[src/rtl/gcdl_pkg.sv]
package gcdl_pkg;

    // fixed field widths of the channels
    localparam int FIELD_WIDTH       = 32;
    localparam int ANSWER_WIDTH      = 64;

    // default operand width, may be narrowed by the top level parameter
    localparam int OPERAND_WIDTH_DEF = 32;

    // command codes
    localparam logic CMD_LCM = 1'b0;
    localparam logic CMD_GCD = 1'b1;

endpackage

[src/rtl/gcd_lcm_unit_core.sv]
// gcd / lcm unit
// input channel: i_in_valid with i_command, i_first_operand, i_second_operand;
// a word is taken when i_in_valid is high and o_in_stall is low. only the low
// OPERAND_WIDTH bits of each operand are used.
// output channel: o_out_valid with o_answer, o_zero_operand; a word leaves when
// o_out_valid is high and i_out_stall is low. one result per input word.
// i_command 1 gives the gcd, 0 the lcm; a zero operand gives gcd = other
// operand, lcm = 0, and raises o_zero_operand.
// one word is worked on at a time; the next word is taken the cycle after the
// result reaches the output register.
// a zero operand goes straight to the finish. the gcd runs binary gcd steps,
// each halving one or both values or subtracting and halving, and then
// restores the shared twos. the lcm follows the gcd with a restoring division
// of the first operand by the gcd and a shift-add multiply of the quotient by
// the second operand, each one bit per cycle. the result waits in an output
// register, so o_in_stall drops once it is loaded even while the receiver
// stalls; a finished word waits inside only when the output register is still
// full.
// reset (synchronous, active low) drops all valids and returns to idle.
module gcd_lcm_unit_core #(
    parameter int OPERAND_WIDTH = gcdl_pkg::OPERAND_WIDTH_DEF
) (
    input  logic                              i_clk,
    input  logic                              i_rst_n,
    input  logic                              i_in_valid,
    output logic                              o_in_stall,
    input  logic                              i_command,
    input  logic [gcdl_pkg::FIELD_WIDTH-1:0]  i_first_operand,
    input  logic [gcdl_pkg::FIELD_WIDTH-1:0]  i_second_operand,
    output logic                              o_out_valid,
    input  logic                              i_out_stall,
    output logic [gcdl_pkg::ANSWER_WIDTH-1:0] o_answer,
    output logic                              o_zero_operand
);
    import gcdl_pkg::*;

    localparam int W  = OPERAND_WIDTH;
    localparam int CW = $clog2(W);

    localparam logic [2:0] ST_IDLE = 3'd0;
    localparam logic [2:0] ST_GCD  = 3'd1;
    localparam logic [2:0] ST_DIV  = 3'd2;
    localparam logic [2:0] ST_MUL  = 3'd3;
    localparam logic [2:0] ST_FIN  = 3'd4;

    logic [2:0]        r_state, n_state;
    logic              r_cmd, n_cmd;
    logic              r_zero, n_zero;
    logic [W-1:0]      r_x, n_x;
    logic [W-1:0]      r_y, n_y;
    logic [W-1:0]      r_g, n_g;
    logic [W-1:0]      r_rem, n_rem;
    logic [W-1:0]      r_quo, n_quo;
    logic [2*W-1:0]    r_res, n_res;
    logic [CW-1:0]     r_cnt, n_cnt;

    logic              r_out_vld, n_out_vld;
    logic [ANSWER_WIDTH-1:0] r_answer, n_answer;
    logic              r_zero_out, n_zero_out;

    logic              in_take;
    logic              out_take;
    logic              out_free;
    logic [W-1:0]      in_x;
    logic [W-1:0]      in_y;
    logic              in_zero;
    logic              gcd_start;
    logic              gcd_done;
    logic [W-1:0]      gcd_val;
    logic [W:0]        rem_sh;
    logic [W:0]        rem_diff;
    logic              last_bit;

    assign in_take  = i_in_valid && (r_state == ST_IDLE);
    assign out_take = r_out_vld && !i_out_stall;
    assign out_free = !r_out_vld || !i_out_stall;
    assign in_x     = i_first_operand[W-1:0];
    assign in_y     = i_second_operand[W-1:0];
    assign in_zero  = (in_x == '0) || (in_y == '0);

    assign gcd_start = in_take && !in_zero;

    gcdl_bgcd #(
        .OPERAND_WIDTH (W)
    ) u_bgcd (
        .i_clk   (i_clk),
        .i_rst_n (i_rst_n),
        .i_start (gcd_start),
        .i_a     (in_x),
        .i_b     (in_y),
        .o_done  (gcd_done),
        .o_gcd   (gcd_val)
    );

    // restoring division step, one quotient bit per cycle
    assign rem_sh   = {r_rem, r_quo[W-1]};
    assign rem_diff = rem_sh - {1'b0, r_g};
    assign last_bit = (r_cnt == CW'(W - 1));

    always_comb begin
        n_state    = r_state;
        n_cmd      = r_cmd;
        n_zero     = r_zero;
        n_x        = r_x;
        n_y        = r_y;
        n_g        = r_g;
        n_rem      = r_rem;
        n_quo      = r_quo;
        n_res      = r_res;
        n_cnt      = r_cnt;
        n_out_vld  = out_take ? 1'b0 : r_out_vld;
        n_answer   = r_answer;
        n_zero_out = r_zero_out;
        case (r_state)
            ST_IDLE: begin
                if (in_take) begin
                    n_cmd  = i_command;
                    n_zero = in_zero;
                    n_x    = in_x;
                    n_y    = in_y;
                    if (in_zero) begin
                        n_res   = (i_command == CMD_GCD) ? (2*W)'(in_x | in_y) : '0;
                        n_state = ST_FIN;
                    end else begin
                        n_state = ST_GCD;
                    end
                end
            end
            ST_GCD: begin
                if (gcd_done) begin
                    n_g = gcd_val;
                    if (r_cmd == CMD_GCD) begin
                        n_res   = (2*W)'(gcd_val);
                        n_state = ST_FIN;
                    end else begin
                        n_rem   = '0;
                        n_quo   = r_x;
                        n_cnt   = '0;
                        n_state = ST_DIV;
                    end
                end
            end
            ST_DIV: begin
                n_rem = rem_diff[W] ? rem_sh[W-1:0] : rem_diff[W-1:0];
                n_quo = {r_quo[W-2:0], !rem_diff[W]};
                n_cnt = r_cnt + CW'(1);
                if (last_bit) begin
                    n_cnt   = '0;
                    n_res   = '0;
                    n_state = ST_MUL;
                end
            end
            ST_MUL: begin
                // quotient msb first, accumulate quotient times second operand
                n_res = {r_res[2*W-2:0], 1'b0} + (r_quo[W-1] ? (2*W)'(r_y) : '0);
                n_quo = r_quo << 1;
                n_cnt = r_cnt + CW'(1);
                if (last_bit) begin
                    n_cnt   = '0;
                    n_state = ST_FIN;
                end
            end
            ST_FIN: begin
                if (out_free) begin
                    n_out_vld  = 1'b1;
                    n_answer   = ANSWER_WIDTH'(r_res);
                    n_zero_out = r_zero;
                    n_state    = ST_IDLE;
                end
            end
            default: n_state = ST_IDLE;
        endcase
    end

    always_ff @(posedge i_clk) begin
        if (!i_rst_n) begin
            r_state   <= ST_IDLE;
            r_out_vld <= 1'b0;
        end else begin
            r_state   <= n_state;
            r_out_vld <= n_out_vld;
        end
        r_cmd      <= n_cmd;
        r_zero     <= n_zero;
        r_x        <= n_x;
        r_y        <= n_y;
        r_g        <= n_g;
        r_rem      <= n_rem;
        r_quo      <= n_quo;
        r_res      <= n_res;
        r_cnt      <= n_cnt;
        r_answer   <= n_answer;
        r_zero_out <= n_zero_out;
    end

    assign o_in_stall     = (r_state != ST_IDLE);
    assign o_out_valid    = r_out_vld;
    assign o_answer       = r_answer;
    assign o_zero_operand = r_zero_out;

`ifndef ASSERT_OFF
    // engine finishes only while the control waits on it
    a_done_in_gcd: assert property (@(posedge i_clk) disable iff (!i_rst_n)
        gcd_done |-> (r_state == ST_GCD))
        else $error("gcd done outside gcd wait");

    // remainder stays below the divisor through the division
    a_rem_bound: assert property (@(posedge i_clk) disable iff (!i_rst_n)
        (r_state == ST_DIV) |-> (r_rem < r_g))
        else $error("division remainder not below divisor");

    // a zero operand lcm always leaves as zero
    a_zero_lcm: assert property (@(posedge i_clk) disable iff (!i_rst_n)
        ((r_state == ST_FIN) && r_zero && (r_cmd == CMD_LCM)) |-> (r_res == '0))
        else $error("lcm with zero operand not zero");

    // an accepted word leaves the idle state at once
    a_take_busy: assert property (@(posedge i_clk) disable iff (!i_rst_n)
        in_take |=> (r_state != ST_IDLE))
        else $error("accepted word did not start");
`endif

endmodule

[src/rtl/gcdl_bgcd.sv]
module gcdl_bgcd #(
    parameter int OPERAND_WIDTH = gcdl_pkg::OPERAND_WIDTH_DEF
) (
    input  logic                     i_clk,
    input  logic                     i_rst_n,
    input  logic                     i_start,
    input  logic [OPERAND_WIDTH-1:0] i_a,
    input  logic [OPERAND_WIDTH-1:0] i_b,
    output logic                     o_done,
    output logic [OPERAND_WIDTH-1:0] o_gcd
);
    import gcdl_pkg::*;

    localparam int W  = OPERAND_WIDTH;
    localparam int KW = $clog2(W);

    localparam logic [1:0] ST_IDLE  = 2'd0;
    localparam logic [1:0] ST_RUN   = 2'd1;
    localparam logic [1:0] ST_SHIFT = 2'd2;

    logic [1:0]    r_state, n_state;
    logic [W-1:0]  r_a, n_a;
    logic [W-1:0]  r_b, n_b;
    logic [KW-1:0] r_k, n_k;

    logic [W:0]    diff_ab;
    logic [W-1:0]  diff_ba;

    assign diff_ab = {1'b0, r_a} - {1'b0, r_b};
    assign diff_ba = r_b - r_a;

    always_comb begin
        n_state = r_state;
        n_a     = r_a;
        n_b     = r_b;
        n_k     = r_k;
        case (r_state)
            ST_IDLE: begin
                if (i_start) begin
                    n_a     = i_a;
                    n_b     = i_b;
                    n_k     = '0;
                    n_state = ST_RUN;
                end
            end
            ST_RUN: begin
                if (r_a == r_b) begin
                    n_state = ST_SHIFT;
                end else if (!r_a[0] && !r_b[0]) begin
                    // shared factor of two, restored at the end
                    n_a = r_a >> 1;
                    n_b = r_b >> 1;
                    n_k = r_k + KW'(1);
                end else if (!r_a[0]) begin
                    n_a = r_a >> 1;
                end else if (!r_b[0]) begin
                    n_b = r_b >> 1;
                end else if (!diff_ab[W]) begin
                    n_a = {1'b0, diff_ab[W-1:1]};
                end else begin
                    n_b = {1'b0, diff_ba[W-1:1]};
                end
            end
            ST_SHIFT: begin
                if (r_k == '0) begin
                    n_state = ST_IDLE;
                end else begin
                    n_a = r_a << 1;
                    n_k = r_k - KW'(1);
                end
            end
            default: n_state = ST_IDLE;
        endcase
    end

    always_ff @(posedge i_clk) begin
        if (!i_rst_n) begin
            r_state <= ST_IDLE;
        end else begin
            r_state <= n_state;
        end
        r_a <= n_a;
        r_b <= n_b;
        r_k <= n_k;
    end

    assign o_done = (r_state == ST_SHIFT) && (r_k == '0);
    assign o_gcd  = r_a;

`ifndef ASSERT_OFF
    // both values stay nonzero through the reduction
    a_run_nonzero: assert property (@(posedge i_clk) disable iff (!i_rst_n)
        (r_state == ST_RUN) |-> (r_a != '0) && (r_b != '0))
        else $error("gcd engine operand reached zero");

    // a start is only given while the engine is free
    a_start_idle: assert property (@(posedge i_clk) disable iff (!i_rst_n)
        i_start |-> (r_state == ST_IDLE))
        else $error("gcd engine started while busy");
`endif

endmodule
[config.mk]
export PLATFORM = sky130hd
export DESIGN_NAME = gcd_lcm_unit_core
export DESIGN_NICKNAME = d
export VERILOG_FILES = /design/src/rtl/gcdl_pkg.sv /design/src/rtl/gcd_lcm_unit_core.sv /design/src/rtl/gcdl_bgcd.sv
export SDC_FILE = /design/constraint.sdc
export NUM_CORES = 1
export LEC_CHECK = 0
export ABC_AREA = 1
export BUFFER_PORTS_ARGS = -buffer_cell sky130_fd_sc_hd__buf_2
export CAP_MARGIN = 25
export CORE_UTILIZATION = 38
export DETAILED_ROUTE_END_ITERATION = 7
export GPL_TIMING_DRIVEN = 0
export PLACE_DENSITY = 0.55
export SKIP_CTS_REPAIR_TIMING = 1
export SLEW_MARGIN = 20
export SYNTH_ARGS = -nofsm -noshare
export SYNTH_HDL_FRONTEND = slang
export SYNTH_HIERARCHICAL = 1
export SYNTH_SLANG_ARGS = --single-unit
[constraint.sdc]
create_clock -name i_clk -period 6.3 [get_ports i_clk]
set_input_delay 0.315 -clock i_clk [delete_from_list [all_inputs] [get_ports i_clk]]
set_output_delay 0.315 -clock i_clk [all_outputs]
set_load 0.1 [all_outputs]
# After elaboration in Yosys (flattened, before gate mapping)
# Cells that the tools add are included.
totals:
  register_bits: 371
  input_bits: 69
  out_inout_bits: 67
  wordCells: 147
classes:
  addsub: 7
  eq_ne: 26
  muxes: 54
  bitwise_logic: 1
  reduce_logical: 40
op_table:
  columns: ["cell", "count"]
  rows:
  - ["2-to-1 mux 32 bit", 20]
  - ["2-to-1 mux 64 bit", 5]
  - ["case mux 64 bit (4 select lines)", 1]
  - ["case mux 32 bit (3 select lines)", 2]
  - ["case mux 32 bit (2 select lines)", 2]
  - ["adder 64 x 32 -> 64 bit", 1]
  - ["logical NOT 32 bit", 2]
  - ["2-to-1 mux 5 bit", 7]
  - ["subtractor 32 x 32 -> 33 bit", 1]
  - ["subtractor 33 x 32 -> 33 bit", 1]
  - ["equality test 32 bit", 1]
  - ["OR 32 bit", 1]
  - ["subtractor 32 bit", 1]
  - ["!= test 2 bit (second input constant)", 11]
  - ["2-to-1 mux 3 bit", 7]
  - ["case mux 3 bit (5 select lines)", 1]
  - ["case mux 5 bit (3 select lines)", 1]
  - ["AND reduction 5 bit", 3]
  - ["!= test 4 bit (second input constant)", 3]
  - ["AND reduction 3 bit", 4]
  - ["AND reduction 6 bit", 2]
  - ["adder 5 x 1 -> 5 bit (second input constant)", 2]
  - ["case mux 5 bit (2 select lines)", 1]
  - ["nonzero test 3 bit", 3]
  - ["other kinds (23)", 45]

# Logic depth before layout (Yosys ltp)
# Gate-level depths: netlist (run 1).
depth:
  depth_word: 7
  mapped_depth: 21
  depth_no_buf: 19

# Hierarchy
# Netlist (run 1), hierarchy kept.
modules_own_cells:
  columns: ["module", "instances", "cells_per_inst", "area_each_um2", "seq_area_each_um2"]
  rows:
  - ["gcd_lcm_unit_core", 1, 2329, 18260.0, 8968.6]
  - ["gcdl_bgcd", 1, 1417, 8649.5, 2112.0]

# Worst setup path before layout (run 1)
# Ideal clock, no wire load.
synth_path:
  path_kind: "register to register"
  startpoint: "reg r_state[0] (netlist name)"
  endpoint: "reg r_cmd, enable pin"
  setup_ns: 0.490
  arrival_ns: 3.981
  slack_ns: 1.829
  stages_incl_launch_ff: 6
  path_buffers: 0
  synth_period_minus_slack_ns: 4.471
  path_cell_list: "dfxtp_1 inv_1 nand2_1 nor2_1 inv_1 nor2_1"
synth_lines:
  columns: ["element", "line", "text"]
  rows:
  - ["to (signal assigned)", "gcd_lcm_unit_core.sv:183", "r_cmd <= n_cmd;"]
  - ["to (decl)", "gcd_lcm_unit_core.sv:47", "logic r_cmd, n_cmd;"]

# Worst setup path in the final report (run 1)
layout_path:
  startpoint: "reg r_quo[31]"
  endpoint: "reg r_res[53], data pin"
layout_between:
  elab_chain_len: 3
layout_lines:
  columns: ["element", "line", "text"]
  rows:
  - ["from (decl)", "gcd_lcm_unit_core.sv:53", "logic [W-1:0] r_quo, n_quo;"]
  - ["from (signal assigned)", "gcd_lcm_unit_core.sv:189", "r_quo <= n_quo;"]
  - ["2-to-1 mux 32 bit", "gcd_lcm_unit_core.sv:155", "n_res = {r_res[2*W-2:0], 1'b0} + (r_quo[W-1] ? (2*W)'(r_y) : '0);"]
  - ["adder 64 x 32 -> 64 bit", "gcd_lcm_unit_core.sv:155", null]
  - ["case mux 64 bit (4 select lines)", "gcd_lcm_unit_core.sv:114", "case (r_state)"]
  - ["via n_res[53]", "gcd_lcm_unit_core.sv:54", "logic [2*W-1:0] r_res, n_res;"]
  - ["to (signal assigned)", "gcd_lcm_unit_core.sv:190", "r_res <= n_res;"]
  - ["to (decl)", "gcd_lcm_unit_core.sv:54", null]
# The timed path passes the listed nets, and every way through them passes these cells.
# A chain may end at the register's enable or synchronous reset.

==> metrics.txt, run 1 <==
Comb pwr share=58.7%; Netlist cell types=49; final period utilization=64.0%; FF+latch count, synth=371; All-Layer GR Usage=26.4%; die area=0.0719 sq mm; PortBufs=135; drc violations=0; Synth area leader=edfxtp_1; CTS H-tree lvls=2; Synth top area share=40.7%; # IOs=136; Switch Pwr=9650 uW; Synth Net Count=3957; share of layout cells above drive strength 1=9.55%; setup TNS=0 ns; ranking of synthesized cells by area=edfxtp_1 (41%), nand2_1 (18%), inv_1 (9.3%); initial detailed-routing violation count=1925; crit path cell chain=clkbuf_1 -> clkbuf_1 -> nand2_1 -> inv_1 -> ha_1 -> inv_1 -> fa_1 -> inv_1 -> nand3_1 -> nand2_1 -> nand2_1 -> nand2_1 -> nand2_1 -> nand2_1 -> nand2_1 -> nand2_1 -> nand2_1 -> nand2_1 -> nand2_1 -> nand2_1 -> nor2_1; Crit path top cell by count=nand2_1; Final Max Slew Viols=0; routed wire length=94900 microns; critical path fanouts, max=10; Area Growth Syn to Fin=14.7%; Synth Area per Inst=7.18 sq um; Worst Skew=0.0195 ns; crit end category=flop; vias post-DR=24442; Seq pwr share=26.7%; clock buffer depth=3; clock share of power=14.7%; Seq/Total Area, Yosys=41.2%; maximum VDD drop=0.239 mV; Crit Path Category=flop to flop; P_int=8910 uW; maximum clock frequency=248 MHz; # rows=97; Startpoint Class=flop; via/cell ratio=4.94; RSZ-0062 raised after global routing=no; DPL Wire Length=78000 microns; Synth Cell Area=0.0269 sq mm; Critical Path AT=4.34 ns; Worst Tran Pin Value=0.974 ns; Die X=268 microns; Power per Cell Area=601 mW/mm^2; ys async rst share=0%; CP top delay family=simple AND/OR/NAND/NOR gates; CP max stage cell=clkbuf_1; commonest cells in the netlist=nand2_1 (1293), inv_1 (668), nor2_1 (375), edfxtp_1 (365), nand3_1 (202); min-delay worst type=input port to flop; Worst-path clk slew=0.06 ns; CTS tree=yes; switch share=52.0%; Post-synth EDFFs=365; Max stage delay on crit path=0.55 ns; Fin. Hold Viols=0; WP buf/inv=5; post-route ant nets=0; max-cap viol count=0; first-pass GRT wire length=141000 microns; DR WL/cell=19.2 microns; largest net degree at the start of global routing=48; First-pass DRT Iterations=6; routability cong.=0.978; initial antenna violation count=10; clock root buffer=clkbuf_16; Final setup viols=0; starting density of the core=38.4%; Worst EP required=6.61 ns; yosys warns=6; Clock Latency Late Sink=0.59 ns; fin nets=4174; Num CTS Buffers=48; Final Total Pwr=18600 uW; Syn Inst Count=3746; post-route minimum period=4.03 ns; status=completed; DIE HEIGHT=268 microns; number of global-route vias before repair=23353; total overflow reported by the global router=0; CTS Sinks=371; Core Box Area=0.0700 sq mm; Leak=0.0151 uW; fill count=7372; most frequent cell after synthesis=nand2_1; Worst slew margin=35.1%; Post-synth top flop=edfxtp_1
through the flow:
| stage | instances | util, % | setup WS [ns] | hold slack, ns | cell area [sq um] |
|---|---|---|---|---|---|
| 3_5_place_dp | 4837 | 41.6 | 2.26 | 0.420 | 29100 |
| 3_3_place_gp | 4821 | 41.1 | 0.343 | 0.411 | 28800 |
| 2_1_floorplan | 3746 | - | 1.83 | 0.400 | 26900 |
| 5_1_grt | 4945 | 44.1 | 1.94 | 0.00179 | 30900 |
| 6_report | 4945 | 44.1 | 2.27 | 0.00922 | 30900 |
| 4_1_cts | 4924 | 43.8 | 2.24 | -0.0460 | 30700 |
routing by layer:
| metal | wire (microns) | GRT usage, % |
|---|---|---|
| met5 | 0 | 0 |
| met4 | 2750 | 8.06 |
| met3 | 5090 | 3.43 |
| met2 | 44400 | 44.6 |
| met1 | 42600 | 35.1 |
path summary, 6_finish.rpt:
kind / start / end / slack [ns] / cells past startpoint
setup reg to reg: r_quo[31] / r_res[53] / 2.27 / 21
hold / removal: i_second_operand[1] / r_y[1] / 0.009 / 1
hold reg to reg: r_res[63] / o_answer[63] / 0.43 / 0
setup / recovery: r_quo[31] / r_res[53] / 2.27 / 21
logic make-up after synthesis:
group           synth area share [%]
flops                           41.2
fa+ha+maj                       6.74
compound gates                  7.12
buf+inv                         10.9
xor+xnor                        1.46
simple gates                    32.6
flip-flops by register name (all words and copies together) (netlist names), 32 cells and up:
| name | cells |
|---|---|
| r_g | 32 |
| o_answer | 64 |
| r_quo | 32 |
| r_res | 64 |
| r_x | 32 |
| r_y | 32 |
| u_bgcd/o_gcd | 32 |
| u_bgcd/r_b | 32 |
| r_rem | 32 |
cell type report:
cell class | count | area [sq um] | share of cell area, %
Antenna cell | 5 | 12.5 | 0.0405
Buffer | 70 | 364 | 1.18
Clock buffer | 65 | 1340 | 4.33
Clock inverter | 22 | 215 | 0.697
Inverter | 684 | 2570 | 8.33
Multi-Input combinational cell | 2621 | 12900 | 42.0
Sequential cell | 371 | 11100 | 35.9
Tap cell | 940 | 1180 | 3.81
Timing Repair Buffer | 167 | 1160 | 3.75
worst reg2reg max path: stages, from the launching register on:
cell and delay (ns):
edfxtp_1 0.32, clkbuf_1 0.47, clkbuf_1 0.55, nand2_1 0.10, inv_1 0.08, ha_1 0.15, inv_1 0.05, fa_1 0.36
inv_1 0.16, nand3_1 0.09, nand2_1 0.14, nand2_1 0.07, nand2_1 0.20, nand2_1 0.08, nand2_1 0.25, nand2_1 0.12
nand2_1 0.18, nand2_1 0.17, nand2_1 0.09, nand2_1 0.05, nand2_1 0.06, nor2_1 0.03
power groups by stage:
stage | Sequential, uW | Clock, uW | Combinational [uW]
3_3_place_gp | 5070 | 0 | 10500
5_1_grt | 5030 | 2860 | 12100
2_1_floorplan | 4770 | 0 | 7290
4_1_cts | 4930 | 2770 | 10800
3_5_place_dp | 4970 | 0 | 10700
6_report | 4950 | 2720 | 10900
layout by cell type, fill, tap and decap left out, drive strengths merged, types with 2 or more instances in the layout:
master / count
o21bai: 10
buf: 178
nand2: 1358
clkbuf: 108
fa: 5
nand3b: 27
o211ai: 6
nand4: 31
diode: 5
clkinv: 15
a211oi: 3
nor4: 5
and2: 2
ha: 137
dlygate4sd3: 16
edfxtp: 365
o22ai: 2
o21ai: 127
bufinv: 3
nor3: 30
xor2: 38
inv: 686
nand3: 204
or2: 4
xnor2: 7
a21oi: 198
clkinvlp: 2
a31oi: 10
a21o: 4
nor2: 410
dfxtp: 6
No activity file was read; power rests on OpenSTA's default activity.
==> run 2, diff against run 1 <==
==> constraint.sdc (replaced) <==
create_clock -name i_clk -period 3.9 [get_ports i_clk]
set_input_delay 0.195 -clock i_clk [delete_from_list [all_inputs] [get_ports i_clk]]
set_output_delay 0.195 -clock i_clk [all_outputs]
set_load 0.1 [all_outputs]
==> metrics.txt, run 2 (synthesis gave the netlist of run 1 again) <==
final core occ=44.4% (+0.37 points); Final Max Slew Viols=0 (unchanged); placed cell area=0.0291 sq mm (-0.21%); min-delay worst type=input port to flop; crit end category=flop; Worst Tran Pin Value=0.941 ns (-0.0325 ns); post-route ant nets=0 (unchanged); commonest non-fill, non-tap cell in the layout=nand2_1; Comb pwr share=59.1% (+0.4 points); Num CTS Buffers=45 (-6.3%); critical path fanouts, max=10 (unchanged); Cell Count, Final, Fillers Out=4979 (+0.69%); commonest cells after routing, fill and taps aside=nand2_1 (1293), inv_1 (666), nor2_1 (372), edfxtp_1 (365), nand3_1 (202); starting density of the core=38.4% (unchanged); Crit Path Category=flop to flop; initial antenna violation count=2 (-8); Seq pwr share=27.1% (+0.4 points); # IOs=136 (unchanged); clock buffer depth=3 (unchanged); first-pass GRT wire length=139000 microns (-1.2%); clock share of power=13.8% (-0.9 points); Leak=0.0152 uW (+0.58%); setup TNS=0 ns (unchanged); critical path endpoint=r_res[53]; via/cell ratio=4.98 (+0.80%); initial detailed-routing violation count=2198 (+14%); vias post-DR=24808 (+1.5%); reg2reg start=r_quo[31]; First-pass DRT Iterations=5 (-1); largest net degree at the start of global routing=49 (+2.1%); # rows=97 (unchanged); Clock Latency Late Sink=0.59 ns (about the same); dpl cells=4832 (-0.10%); DPL Wire Length=76400 microns (-2.1%); final setup margin=0.227 ns (-2.04 ns); status=completed; Area Growth Syn to Fin=15.6%; Worst Skew=0.0203 ns (+0.000717 ns); PortBufs=135 (unchanged); CTS H-tree lvls=2 (unchanged); maximum VDD drop=0.392 mV (+64%); All-Layer GR Usage=26.0% (-0.44 points); Levels on crit path=20 (-4.8%); DP Worst Slack=-0.100 ns (-2.36 ns); Switch Pwr=15600 uW (+61%); Core Box Area=0.0700 sq mm (unchanged); die area=0.0719 sq mm (unchanged); CP top delay family=simple AND/OR/NAND/NOR gates; switch share=52.5% (+0.50 points); r2r setup slk=0.23 ns (-2.04 ns); fill count=7274 (-1.3%); CTS tree=yes; WP buf/inv=4 (-1); routability cong.=0.978 (about the same); Max stage delay on crit path=0.66 ns (+0.11 ns); max-cap viol count=0 (unchanged); routed wire length=94000 microns (-0.92%); Design Area, Final=0.0311 sq mm (+0.85%); Crit path top cell by count=nand2_1; Worst slew margin=37.3% (+2.2 points); RSZ-0062 raised after global routing=no; R2R Path End=r_res[53]; path depth of the worst reg2reg path=20 (-4.8%); Setup crit start=r_quo[31]; Worst-path clk slew=0.06 ns (about the same); maximum clock frequency=272 MHz (+9.8%); number of global-route vias before repair=23323 (-0.13%); Die X=268 microns (unchanged); final period utilization=94.2% (+30 points); crit path cell chain=clkbuf_2 -> nand2_1 -> inv_1 -> ha_1 -> inv_1 -> fa_1 -> inv_1 -> nand3_1 -> nand2_1 -> nand2_1 -> nand2_1 -> nand2_1 -> nand2_1 -> nand2_1 -> nand2_1 -> nand2_1 -> nand2_1 -> nand2_1 -> nand2_1 -> nor2_1; fin nets=4214 (+0.96%); CTS Sinks=371 (unchanged); Critical Path AT=3.98 ns (-0.36 ns); drc violations=0 (unchanged); post-route minimum period=3.67 ns (-0.359 ns); CP max stage cell=edfxtp_1; Worst EP required=4.21 ns (-2.40 ns); DIE HEIGHT=268 microns (unchanged); DR WL/cell=18.9 microns (-1.6%); Final setup viols=0 (unchanged); Fin. Hold Viols=0 (unchanged); Power per Cell Area=952 mW/mm^2 (+58%); clock root buffer=clkbuf_16; total overflow reported by the global router=0 (unchanged); share of layout cells above drive strength 1=9.14% (-0.41 points); P_int=14100 uW (+58%); Startpoint Class=flop
run 2: power groups by stage:
stage	logic [uW]	registers [uW]	clock network, uW
after CTS	17300	7960	4180
after global placement	16800	8140	0
final	17500	8020	4090
after detailed placement	17200	8030	0
after global routing	19300	8150	4320
after floorplan	11800	7680	0
run 2: per-stage QoR:
step                      total power [uW]  hold WS [ns]
after floorplan                      19500         0.294
after detailed placement             25200         0.412
after global placement               25000         0.407
final                                29600        0.0562
after global routing                 31800        0.0115
after CTS                            29400        -0.172
run 2: cell type report:
cell class	count	area, sq um	area share (%)
Antenna cell	1	2.50	0.00804
Buffer	69	362	1.16
Clock buffer	52	1150	3.70
Clock inverter	30	245	0.788
Inverter	684	2570	8.26
Multi-Input combinational cell	2621	13000	41.6
Sequential cell	371	11100	35.6
Tap cell	940	1180	3.78
Timing Repair Buffer	211	1580	5.07
run 2: worst min-delay path by stage:
stage | cells after the start | slack, ns | start | endpoint
finish | 1 | 0.06 | i_first_operand[31] | r_x[31]
global route | 1 | 0.01 | i_first_operand[31] | r_x[31]
CTS | 1 | -0.17 | i_second_operand[3] | r_y[3]
detailed placement | 0 | 0.41 | r_res[63] | o_answer[63]
global placement | 0 | 0.41 | r_res[63] | o_answer[63]
floorplan | 0 | 0.29 | i_command | r_cmd
run 2: metal layers:
layer | up-vias | routed length, microns | global-route usage, %
met4 | 4 | 2850 | 8.00
met1 | 11549 | 41900 | 35.3
met2 | 778 | 43800 | 43.4
met5 | - | 24 | 0
li1 | 12321 | - | -
met3 | 156 | 5440 | 2.64
==> run 3, diff against run 2 <==
--- a/config.mk
+++ b/config.mk
@@ -8,13 +8,14 @@
 export ABC_AREA = 1
 export BUFFER_PORTS_ARGS = -buffer_cell sky130_fd_sc_hd__buf_2
 export CAP_MARGIN = 25
-export CORE_UTILIZATION = 38
+export CELL_PAD_IN_SITES_DETAIL_PLACEMENT = 1
+export CELL_PAD_IN_SITES_GLOBAL_PLACEMENT = 2
+export CORE_UTILIZATION = 37
 export DETAILED_ROUTE_END_ITERATION = 7
 export GPL_TIMING_DRIVEN = 0
-export PLACE_DENSITY = 0.55
+export PLACE_DENSITY = 0.83
 export SKIP_CTS_REPAIR_TIMING = 1
 export SLEW_MARGIN = 20
 export SYNTH_ARGS = -nofsm -noshare
 export SYNTH_HDL_FRONTEND = slang
-export SYNTH_HIERARCHICAL = 1
 export SYNTH_SLANG_ARGS = --single-unit
==> metrics.txt, run 3 <==
placed cell area=0.0278 sq mm (-4.3%); All-Layer GR Usage=29.2% (+3.3 points); met3 usage=2.50% (-0.13 points); routability cong.=0.964 (-1.5%); Post-synth top flop=edfxtp_1; commonest cells after routing, fill and taps aside=nand2_1 (1148), inv_1 (553), edfxtp_1 (365), nor2_1 (315), a21oi_1 (224); Post-synth EDFFs=365 (unchanged); Worst Tran Pin Value=0.984 ns (+0.0431 ns); Worst slew margin=33.7% (-3.6 points); setup TNS=0 ns (unchanged); clock buffer depth=3 (unchanged); PortBufs=135 (unchanged); First-pass DRT Iterations=5 (unchanged); final period utilization=93.5% (-0.70 points); vias post-DR=24234 (-2.3%); Seq pwr share=26.9% (-0.2 points); Worst EP required=4.10 ns (-0.11 ns); Synth Area per Inst=7.45 sq um (+3.6%); Design Area, Final=0.0299 sq mm (-3.9%); Synth top area share=42.6% (+1.8 points); critical path fanouts, max=16 (+6); hold endpoint=r_x[19]; RSZ-0062 raised after global routing=no; Startpoint Class=flop; min-delay worst type=input port to flop; largest net degree at the start of global routing=51 (+4.1%); M2 GR Usage=50.0% (+6.7 points); # IOs=136 (unchanged); post-route minimum period=3.65 ns (-0.0271 ns); yosys warns=0 (-6); status=completed; Final Max Slew Viols=0 (unchanged); routed wire length=105000 microns (+12%); Syn Inst Count=3459 (-7.7%); drc violations=0 (unchanged); DIE HEIGHT=266 microns (-0.85%); Synth Cell Area=0.0258 sq mm (-4.3%); Comb pwr share=58.3% (-0.8 points); Area Growth Syn to Fin=16.1%; FF+latch count, synth=371 (unchanged); share of layout cells above drive strength 1=8.40% (-0.74 points); CTS tree=yes; fin nets=3928 (-6.8%); Clock Latency Late Sink=0.57 ns (-0.02 ns); ys async rst share=0% (unchanged); die area=0.0707 sq mm (-1.7%); multi-input logic area=0.0122 sq mm (-5.6%); P_int=13200 uW (-6.5%); Worst Skew=0.0179 ns (-0.00233 ns); Final setup viols=0 (unchanged); Cell Count, Final, Fillers Out=4682 (-6.0%); DR WL/cell=22.5 microns (+19%); Num CTS Buffers=44 (-2.2%); via/cell ratio=5.18 (+3.9%); Die X=266 microns (-0.85%); clock root buffer=clkbuf_16; Power per Cell Area=931 mW/mm^2 (-2.2%); reg2reg start=u_bgcd.o_gcd[0]; clock share of power=14.8% (+1.0 points); commonest non-fill, non-tap cell in the layout=nand2_1; ranking of synthesized cells by area=edfxtp_1 (43%), nand2_1 (17%), inv_1 (8.1%); initial detailed-routing violation count=1485 (-32%); final core occ=43.5% (-0.91 points); # rows=96 (-1.0%); commonest cells in the netlist=nand2_1 (1148), inv_1 (557), edfxtp_1 (365), nor2_1 (319), a21oi_1 (224); DPL Wire Length=87200 microns (+14%); r2r setup slk=0.25 ns (+0.03 ns); Core Box Area=0.0687 sq mm (-1.9%); switch share=52.8% (+0.27 points); worst hold start=i_first_operand[19]; CTS H-tree lvls=2 (unchanged); total overflow reported by the global router=0 (unchanged); maximum clock frequency=274 MHz (+0.74%); hold path depth=1 (unchanged); Netlist cell types=52 (+6.1%); crit end category=flop; fill count=8610 (+18%); Synth area leader=edfxtp_1; Leak=0.0139 uW (-8.4%); post-route ant nets=0 (unchanged); Crit Path Category=flop to flop; R2R Path End=u_bgcd.o_gcd[17]; initial antenna violation count=2 (unchanged); M1 GR Usage=37.8% (+2.4 points); Seq/Total Area, Yosys=43.0% (+1.8 points); most frequent cell after synthesis=nand2_1; Switch Pwr=14700 uW (-5.5%); max-cap viol count=0 (unchanged); CTS Sinks=371 (unchanged); Critical Path AT=3.84 ns (-0.14 ns); dpl cells=4534 (-6.2%); maximum VDD drop=0.380 mV (-3.1%); Storage cell area=0.0111 sq mm (unchanged); number of global-route vias before repair=24657 (+5.7%); Setup crit start=u_bgcd.o_gcd[0]; Worst-path clk slew=0.06 ns (about the same); starting density of the core=37.5% (-0.94 points); Top Usage Layer GRT=met2; path depth of the worst reg2reg path=15 (-25%); Synth Net Count=3671 (-7.2%); first-pass GRT wire length=153000 microns (+10%); Fin. Hold Viols=0 (unchanged)
-- run 3: cell types whose count changed in the layout (fill, tap and decap cells not counted), moves of 14 or more --
cell / previous run / this run
o21ai_0: 122 / 166
inv_1: 666 / 553
o21ai_2: 0 / 21
nor2_2: 31 / 8
nor4_1: 5 / 19
o211ai_1: 6 / 23
nand3_1: 202 / 156
nand2_1: 1293 / 1148
a21oi_1: 191 / 224
nand2_2: 36 / 13
nor2_1: 372 / 315
nand2_4: 26 / 5
-- run 3: final cells by class --
cell class / count / share of cell area, %
Multi-Input combinational cell: 2447 / 40.9
Sequential cell: 371 / 37.0
Inverter: 569 / 7.15
Timing Repair Buffer: 211 / 5.10
Clock buffer: 55 / 3.92
Tap cell: 931 / 3.89
Buffer: 72 / 1.20
Clock inverter: 24 / 0.782
Antenna cell: 2 / 0.0167
-- run 3: stage by stage --
| stage | power [uW] | hold WS, ns | setup WS [ns] |
|---|---|---|---|
| after detailed placement | 23500 | 0.406 | 0.0159 |
| after global routing | 29700 | 0.00632 | 0.0975 |
| final | 27900 | 0.0421 | 0.254 |
| after floorplan | 17400 | 0.293 | 0.145 |
| after CTS | 27700 | -0.193 | -0.00509 |
| after global placement | 23000 | 0.404 | -0.606 |
-- run 3: kinds of logic after synthesis --
group	share of synthesized area (%)
simple gates	28.4
buf+inv	9.71
compound gates	10.1
flops	43.0
fa+ha+maj	7.09
xor+xnor	1.63
-- run 3: worst max path at each step --
| stage | slack, ns | cells after the start | to |
|---|---|---|---|
| 6_report | 0.25 | 15 | u_bgcd.o_gcd[17] |
| 5_1_grt | 0.1 | 15 | u_bgcd.o_gcd[21] |
| 4_1_cts | -0.005 | 15 | u_bgcd.o_gcd[17] |
| 3_5_place_dp | 0.02 | 15 | u_bgcd.o_gcd[31] |
| 3_3_place_gp | -0.61 | 6 | r_g[1] |
| 2_1_floorplan | 0.15 | 9 | u_bgcd.r_b[10] |
-- run 3: routing by layer --
metal | vias to the layer above | share of wire (%)
met4 | 0 | 4.3
li1 | 11702 | -
met1 | 11723 | 44
met3 | 177 | 3.9
met5 | - | 0
met2 | 632 | 48
-- run 3: critical path, cell delays in order (launching register included) --
cell and delay [ns]:
edfxtp_1 0.56, inv_2 0.18, ha_1 0.24, fa_1 0.40, inv_1 0.13, nand3_1 0.10, nand2_1 0.18, nand2_1 0.09
nand2_2 0.12, nand2_1 0.08, nand2_2 0.09, nand2_2 0.07, nand2_4 0.14, nor2_1 0.06, o21a_1 0.28, nor2_4 0.51
-- run 3: power groups by stage --
stage	Clock, uW	Combinational [uW]	Sequential [uW]
finish	4130	16300	7480
global route	4310	17800	7580
CTS	4200	16100	7440
detailed placement	0	16000	7510
global placement	0	15500	7540
floorplan	0	10200	7210
